File: config.mk
export PLATFORM = sky130hd
export DESIGN_NAME = set_membership_store
export DESIGN_NICKNAME = d
export VERILOG_FILES = /design/src/rtl/sms_pkg.sv /design/src/rtl/sms_cell.sv /design/src/rtl/set_membership_store.sv
export SDC_FILE = /design/constraint.sdc
export NUM_CORES = 2
export LEC_CHECK = 0
export BUFFER_PORTS_ARGS = -buffer_cell sky130_fd_sc_hd__clkbuf_2
export CORE_MARGIN = 4
export CORE_UTILIZATION = 50
export DETAILED_ROUTE_END_ITERATION = 10
export PLACE_DENSITY = 0.65
export SLEW_MARGIN = 15
export SYNTH_ARGS = -nofsm -noshare
export SYNTH_HDL_FRONTEND = slang
export SYNTH_SLANG_ARGS = --single-unit
File: constraint.sdc
create_clock -name clk -period 6.6 [get_ports clk]
set_input_delay 1.32 -clock clk [delete_from_list [all_inputs] [get_ports clk]]
set_output_delay 1.32 -clock clk [all_outputs]
set_load 0.03 [all_outputs]
File: src/rtl/sms_pkg.sv
package sms_pkg;

    localparam int CAPACITY    = 64;
    localparam int VALUE_BITS  = 32;
    localparam int IDX_W       = $clog2(CAPACITY);
    localparam int COUNT_W     = $clog2(CAPACITY + 1);
    localparam int REQ_W       = 2;
    localparam int VALUE_W     = 32;
    localparam int COUNT_OUT_W = 7;

    typedef enum logic [REQ_W-1:0] {
        REQ_ADD    = 2'd0,
        REQ_REMOVE = 2'd1,
        REQ_SEARCH = 2'd2
    } req_t;

    // One request walking down the row of cells.
    typedef struct packed {
        logic                  vld;
        req_t                  kind;
        logic [VALUE_BITS-1:0] value;
        logic                  found;
        logic                  free_seen;
        logic [IDX_W-1:0]      free_idx;
    } token_t;

    // Slot write issued to place a new value in a free slot.
    typedef struct packed {
        logic                  en;
        logic [IDX_W-1:0]      idx;
        logic [VALUE_BITS-1:0] value;
    } wr_cmd_t;

endpackage

File: src/rtl/sms_cell.sv
module sms_cell
    import sms_pkg::*;
(
    input  logic             clk,
    input  logic             rst_n,
    input  logic [IDX_W-1:0] cell_idx,
    input  token_t           tok_in,
    input  wr_cmd_t          wr,
    output token_t           tok_out
);

    logic [VALUE_BITS-1:0] value_reg;
    logic [VALUE_BITS-1:0] value_next;
    logic                  valid_reg;
    logic                  valid_next;
    token_t                tok_reg;
    token_t                tok_next;
    logic                  match;
    logic                  wr_hit;

    assign match  = tok_in.vld && valid_reg && (value_reg == tok_in.value);
    assign wr_hit = wr.en && (wr.idx == cell_idx);

    always_comb
    begin
        valid_next = valid_reg;
        value_next = value_reg;
        if (wr_hit)
        begin
            valid_next = 1'b1;
            value_next = wr.value;
        end
        if (match && (tok_in.kind == REQ_REMOVE))
        begin
            valid_next = 1'b0;
        end

        tok_next       = tok_in;
        tok_next.found = tok_in.found | match;
        if (tok_in.vld && !tok_in.free_seen && !valid_reg)
        begin
            tok_next.free_seen = 1'b1;
            tok_next.free_idx  = cell_idx;
        end
    end

    always_ff @(posedge clk or negedge rst_n)
    begin
        if (!rst_n)
        begin
            valid_reg <= 1'b0;
            tok_reg   <= '0;
        end
        else
        begin
            valid_reg <= valid_next;
            tok_reg   <= tok_next;
        end
    end

    always_ff @(posedge clk)
    begin
        value_reg <= value_next;
    end

    assign tok_out = tok_reg;

    a_remove_clears: assert property (@(posedge clk) disable iff (!rst_n)
        (match && (tok_in.kind == REQ_REMOVE)) |=> !valid_reg)
        else $error("Matching remove did not clear the slot.");

    a_write_sets: assert property (@(posedge clk) disable iff (!rst_n)
        wr_hit |=> (valid_reg && (value_reg == $past(wr.value))))
        else $error("Slot write was not stored.");

    a_found_kept: assert property (@(posedge clk) disable iff (!rst_n)
        (tok_in.vld && tok_in.found) |=> (tok_out.vld && tok_out.found))
        else $error("Hit flag lost along the row.");

endmodule

File: src/rtl/set_membership_store.sv
// An accepted item passes the input token register, the token register of every cell and the result registers.
// The request walks the row of cells, one a cycle; no new item is taken while one is in the row.
// busy is high from acceptance until the cycle in which done pulses; a new item may start then.
// Results are shown for one cycle with done high; the receiver cannot stall them.
// Reset clears every valid mark and the count; stored values stay undefined until written.
module set_membership_store
    import sms_pkg::*;
(
    input  logic                      clk,
    input  logic                      rst_n,
    input  logic                      start,
    input  logic [REQ_W-1:0]          req_type,
    input  logic signed [VALUE_W-1:0] value,
    output logic                      busy,
    output logic                      done,
    output logic                      success,
    output logic                      full_reject,
    output logic [COUNT_OUT_W-1:0]    count,
    output logic                      empty_res
);

    token_t               tok [0:CAPACITY];
    token_t               tok0_reg;
    token_t               tok0_next;
    token_t               last;
    wr_cmd_t              wr_reg;
    wr_cmd_t              wr_next;
    logic                 busy_reg;
    logic                 busy_next;
    logic                 done_reg;
    logic                 success_reg;
    logic                 success_next;
    logic                 full_reject_reg;
    logic                 full_reject_next;
    logic [COUNT_W-1:0]   count_reg;
    logic [COUNT_W-1:0]   count_next;
    logic                 accept;

    assign accept = start && !busy_reg;
    assign tok[0] = tok0_reg;
    assign last   = tok[CAPACITY];

    for (genvar i = 0; i < CAPACITY; i++)
    begin : g_cell
        sms_cell u_cell (
            .clk      (clk),
            .rst_n    (rst_n),
            .cell_idx (IDX_W'(i)),
            .tok_in   (tok[i]),
            .wr       (wr_reg),
            .tok_out  (tok[i+1])
        );
    end

    always_comb
    begin
        tok0_next           = '0;
        tok0_next.vld       = accept;
        tok0_next.kind      = req_t'(req_type);
        tok0_next.value     = VALUE_BITS'($unsigned(value));

        busy_next = busy_reg;
        if (accept)
        begin
            busy_next = 1'b1;
        end
        else if (last.vld)
        begin
            busy_next = 1'b0;
        end

        success_next     = 1'b0;
        full_reject_next = 1'b0;
        count_next       = count_reg;
        wr_next          = '0;
        if (last.vld)
        begin
            case (last.kind)
                REQ_ADD:
                begin
                    if (!last.found)
                    begin
                        if (last.free_seen)
                        begin
                            wr_next.en    = 1'b1;
                            wr_next.idx   = last.free_idx;
                            wr_next.value = last.value;
                            count_next    = count_reg + 1'b1;
                            success_next  = 1'b1;
                        end
                        else
                        begin
                            full_reject_next = 1'b1;
                        end
                    end
                end
                REQ_REMOVE:
                begin
                    if (last.found)
                    begin
                        count_next   = count_reg - 1'b1;
                        success_next = 1'b1;
                    end
                end
                REQ_SEARCH:
                begin
                    success_next = last.found;
                end
                default:
                begin
                    success_next = 1'b0;
                end
            endcase
        end
    end

    always_ff @(posedge clk or negedge rst_n)
    begin
        if (!rst_n)
        begin
            tok0_reg        <= '0;
            wr_reg          <= '0;
            busy_reg        <= 1'b0;
            done_reg        <= 1'b0;
            success_reg     <= 1'b0;
            full_reject_reg <= 1'b0;
            count_reg       <= '0;
        end
        else
        begin
            tok0_reg        <= tok0_next;
            wr_reg          <= wr_next;
            busy_reg        <= busy_next;
            done_reg        <= last.vld;
            success_reg     <= success_next;
            full_reject_reg <= full_reject_next;
            count_reg       <= count_next;
        end
    end

    assign busy        = busy_reg;
    assign done        = done_reg;
    assign success     = success_reg;
    assign full_reject = full_reject_reg;
    assign count       = COUNT_OUT_W'(count_reg);
    assign empty_res   = (count_reg == '0);

    a_done_frees: assert property (@(posedge clk) disable iff (!rst_n)
        done_reg |-> !busy_reg)
        else $error("Result shown while still busy.");

    a_accept_busy: assert property (@(posedge clk) disable iff (!rst_n)
        accept |=> busy_reg)
        else $error("Accepted item did not raise busy.");

    a_reject_alone: assert property (@(posedge clk) disable iff (!rst_n)
        done_reg |-> !(success_reg && full_reject_reg))
        else $error("Success and full reject raised together.");

    a_count_bound: assert property (@(posedge clk) disable iff (!rst_n)
        count_reg <= COUNT_W'(CAPACITY))
        else $error("Stored count exceeds capacity.");

endmodule
==> results.rst <==
.. list-table::
   :header-rows: 1

   * - Metric
     - Value
   * - Outcome
     - finished clean
   * - Setup TNS
     - 0 ns
   * - Share of synthesized cell area in full adder, half adder and majority cells
     - 0.0389%
   * - Area share of xor/xnor cells in the synthesized design
     - 11.0%
   * - Final Hold Viols
     - 0
   * - Areal power density over the cells
     - 335 mW/mm^2
   * - Number of standard-cell rows in the floorplan
     - 207
   * - Ordered list of cells on the worst path
     - nor2_1, nand2_1, nor4_1, clkbuf_2
   * - Multi-input gate area in the final layout
     - 0.0281 sq mm
   * - Count of hold buffers inserted by post-cts repair
     - 0
   * - Most used flip-flop cell after synthesis
     - dfrtp_1
   * - Clock power frac
     - 44.1%
   * - Design Area, Final
     - 0.184 sq mm
   * - Number of maximum-capacitance violations
     - 0
   * - Share of synthesized area spent on multiplexers
     - 0.00701%
   * - Core region area
     - 0.319 sq mm
   * - Synth async-reset ratio
     - 58.1%
   * - Slew at the pin with the worst max-slew slack
     - 1.16 ns
   * - Clock Latency Late Sink
     - 0.99 ns
   * - Distinct cell type count after synthesis
     - 59
   * - Drt first-iter violations
     - 7459
   * - Count of H-tree levels built during CTS
     - 5
   * - Unrepaired setup endpoints after global routing
     - false
   * - Worst-case clock skew
     - 0.0621 ns
   * - DP Wirelength
     - 243000 um
   * - First-pass GRT wire length
     - 561000 um
   * - Sink Count
     - 4886
   * - Leading cell type by number of instances after synthesis
     - dfrtp_1
   * - Pin count of the biggest net entering global routing
     - 180
   * - Launching point of the worst reg2reg path
     - wr_reg[32]$_DFF_PN0_
   * - Remaining number of nets flagged by the antenna check after routing
     - 0
   * - Syn-to-layout area delta
     - 14.3%
   * - CP arrival
     - 2.11 ns
   * - Die W
     - 575 um
   * - Buffer levels on the longest clock path
     - 4
   * - Maximum fanout along the worst path
     - 8
   * - Post-Synthesis Net Count
     - 8742
   * - Last weighted congestion value of the routability-driven placer
     - 0.845
   * - Post-synthesis cell type with the largest combined area
     - dfrtp_1
   * - Net switching power
     - 12.7 mW
   * - DRT Pass-1 Iters
     - 7
   * - Mapped Cells
     - 8700
   * - Avg Inst Size Synth
     - 18.5 sq um
   * - Fill cell instance count of the final layout
     - 23354
   * - Final routed wirelength across all metal layers
     - 386000 um
   * - Critical Path Sink Type
     - primary output
   * - Shortest period the worst path allows
     - 3.43 ns
   * - Basic-gate share of the synthesized area counting and, or, nand and nor cells
     - 5.69%
   * - Total design power
     - 61.4 mW
   * - Routing usage on met1
     - 32.7%
   * - Fraction of layout cells with a size suffix above 1
     - 11.0%
   * - Worst reg2reg path depth
     - 3
   * - FF-to-FF setup slack
     - 3.56 ns
   * - Area occupied by registers
     - 0.133 sq mm
   * - Number of antenna violations at the first check in global routing
     - 37
   * - Flop pwr share
     - 53.9%
   * - Combinational family with the most area after synthesis
     - XOR/XNOR gates
   * - Number of buffers added by the clock tree synthesis step
     - 458
   * - Post-cts resize count
     - 0
   * - CP max stage cell
     - dfrtp_1
   * - Seq/Total Area, Yosys
     - 82.5%
   * - Yosys reg bits
     - 4886
   * - Vias in the first global route
     - 78031
   * - Fraction of synthesized cell area taken by the top area cell type
     - 44.2%
   * - Count of nets after finishing
     - 9347
   * - Slew Viols, Final
     - 0
   * - Post-placement setup slack
     - 3.36 ns
   * - R2R Path End
     - g_cell[1].u_cell.value_reg[7]$_DFFE_PP_
   * - Sw frac
     - 20.7%
   * - Overall overflow remaining after global route
     - 0
   * - Buffer cell driving the clock tree root
     - clkbuf_16
   * - Placed instance area
     - 0.168 sq mm
   * - Fraction of met3 tracks used by global routing
     - 3.27%
   * - Share of the clock period used by the worst path after layout
     - 52.0%
   * - Minimum setup slack in the final design
     - 3.17 ns
   * - Data required time at the worst endpoint
     - 5.28 ns
   * - Routed length per placed instance
     - 27.6 um
   * - Num ports
     - 49
   * - CP peak stage delay
     - 0.47 ns
   * - Routed via count
     - 74323
   * - Die Height
     - 575 um
   * - Full die area
     - 0.330 sq mm
   * - Combined global-route utilization of all metal layers
     - 23.5%
   * - Number of failing setup endpoints in the final timing report
     - 0
   * - Cell area after technology mapping
     - 0.161 sq mm
   * - Flip-flop count of the largest register after layout
     - 2689
   * - Number of remaining DRC errors
     - 0
   * - Top area cells in the synthesized netlist
     - dfrtp_1, edfxtp_1, xnor2_1
   * - Initial cell density of the core
     - 50.4%
   * - Category of the most critical setup path
     - reg -> out
   * - Drt via density
     - 5.30
   * - Hold WC Path Type
     - in -> async
   * - Cell Int Power
     - 48.7 mW
   * - Clock-pin slew of the registers on the worst-case setup and hold paths
     - 0.06 ns
   * - Port Buffers
     - 48
   * - Critical Path Source Type
     - register
   * - LEAKAGE
     - 67.2 nW
   * - EDFF count, synth
     - 2048
   * - Worst max-slew margin expressed relative to the limit
     - 22.3%
   * - Number of warnings issued by yosys
     - 0
   * - Post-CTS Setup Inserts
     - 0
   * - Clock tree from TritonCTS
     - done
   * - Fmax
     - 0.291 GHz
   * - Synth Area in Compound Gates
     - 0.475%
   * - Part of the total power dissipated in combinational logic
     - 2.0%
   * - Worst VDD drop
     - 248 uV
   * - Met2 Usage GRT
     - 39.5%
   * - Most crowded layer after global routing
     - met2
   * - Commonest cells in the netlist
     - dfrtp_1, edfxtp_1, xnor2_1, xor2_1, nand4_1
==> power groups by stage <==
stage               Clock [mW]  Combinational (mW)  Sequential [mW]
finish                    27.1                1.24             33.1
global route              28.8                1.39             33.2
CTS                       27.5                1.28             33.1
detailed placement           0                1.27             33.7
global placement             0                1.24             33.7
floorplan                    0               0.663             33.3
==> critical path, delay by kind of cell, from the launching register on <==
family	cells	cell delay (ns)
AND/OR/NAND/NOR	3	0.46
buffers and inverters	1	0.26
flip-flops	1	0.47
==> logic make-up after synthesis <==
group           count (synthesis)
flops                        4886
xor+xnor                     2023
simple gates                 1565
buf+inv                       111
compound gates                109
fa+ha+maj                       5
mux                             1
==> metrics by stage <==
stage	hold WS (ns)	instances	utilization, %
floorplan	0.346	8700	-
global placement	0.361	13129	52.6
detailed placement	0.363	13129	52.6
CTS	0.306	14001	57.6
global route	0.330	14002	57.6
finish	0.298	14014	57.6
==> per-layer routing <==
layer | up-vias | share of wire [%]
met1 | 39884 | 42
met2 | 2310 | 50
met3 | 595 | 5.6
li1 | 31532 | -
met5 | - | 0.0034
met4 | 2 | 2.5
==> layout make-up <==
| cell class | instances | share of cell area (%) |
|---|---|---|
| Timing Repair Buffer | 158 | 0.677 |
| Sequential cell | 4886 | 72.2 |
| Clock inverter | 218 | 1.35 |
| Clock buffer | 654 | 7.30 |
| Multi-Input combinational cell | 3703 | 15.3 |
| Antenna cell | 13 | 0.0177 |
| Tap cell | 4284 | 2.92 |
| Inverter | 98 | 0.200 |
==> worst max path at each step <==
stage | from | endpoint | slack [ns] | cells after the start
2_1_floorplan | count[2]$_DFFE_PN0P_ | empty_res | 3.49 | 4
5_1_grt | count[3]$_DFFE_PN0P_ | empty_res | 3.04 | 4
3_5_place_dp | rst_n | g_cell[27].u_cell.tok_out[1]$_DFF_PN0_ | 3.36 | 3
3_3_place_gp | rst_n | g_cell[27].u_cell.tok_out[0]$_DFF_PN0_ | 3.43 | 3
4_1_cts | count[3]$_DFFE_PN0P_ | empty_res | 3.07 | 4
6_report | count[3]$_DFFE_PN0P_ | empty_res | 3.17 | 4
==> placed cells by master, fill, tap and decap left out, types with 15 or more instances in the layout <==
cell / n
and2_1: 38
nor2_2: 23
nand3_1: 127
clkbuf_16: 474
nand2b_1: 119
bufinv_16: 40
clkbuf_8: 86
clkinv_1: 27
dfrtp_4: 32
inv_1: 91
a31oi_1: 63
clkinv_2: 107
xnor2_1: 1204
nand4_1: 292
or2_2: 45
clkinvlp_4: 15
edfxtp_1: 2048
nor4_1: 220
nand2_1: 23
nor2_4: 41
or4_1: 55
nor2b_1: 150
nor3_1: 61
clkbuf_1: 94
clkbuf_2: 47
buf_4: 97
dfrtp_1: 2806
xor2_1: 819
nor2_1: 130
or2_1: 214
Power figures use the tool's default switching activity.
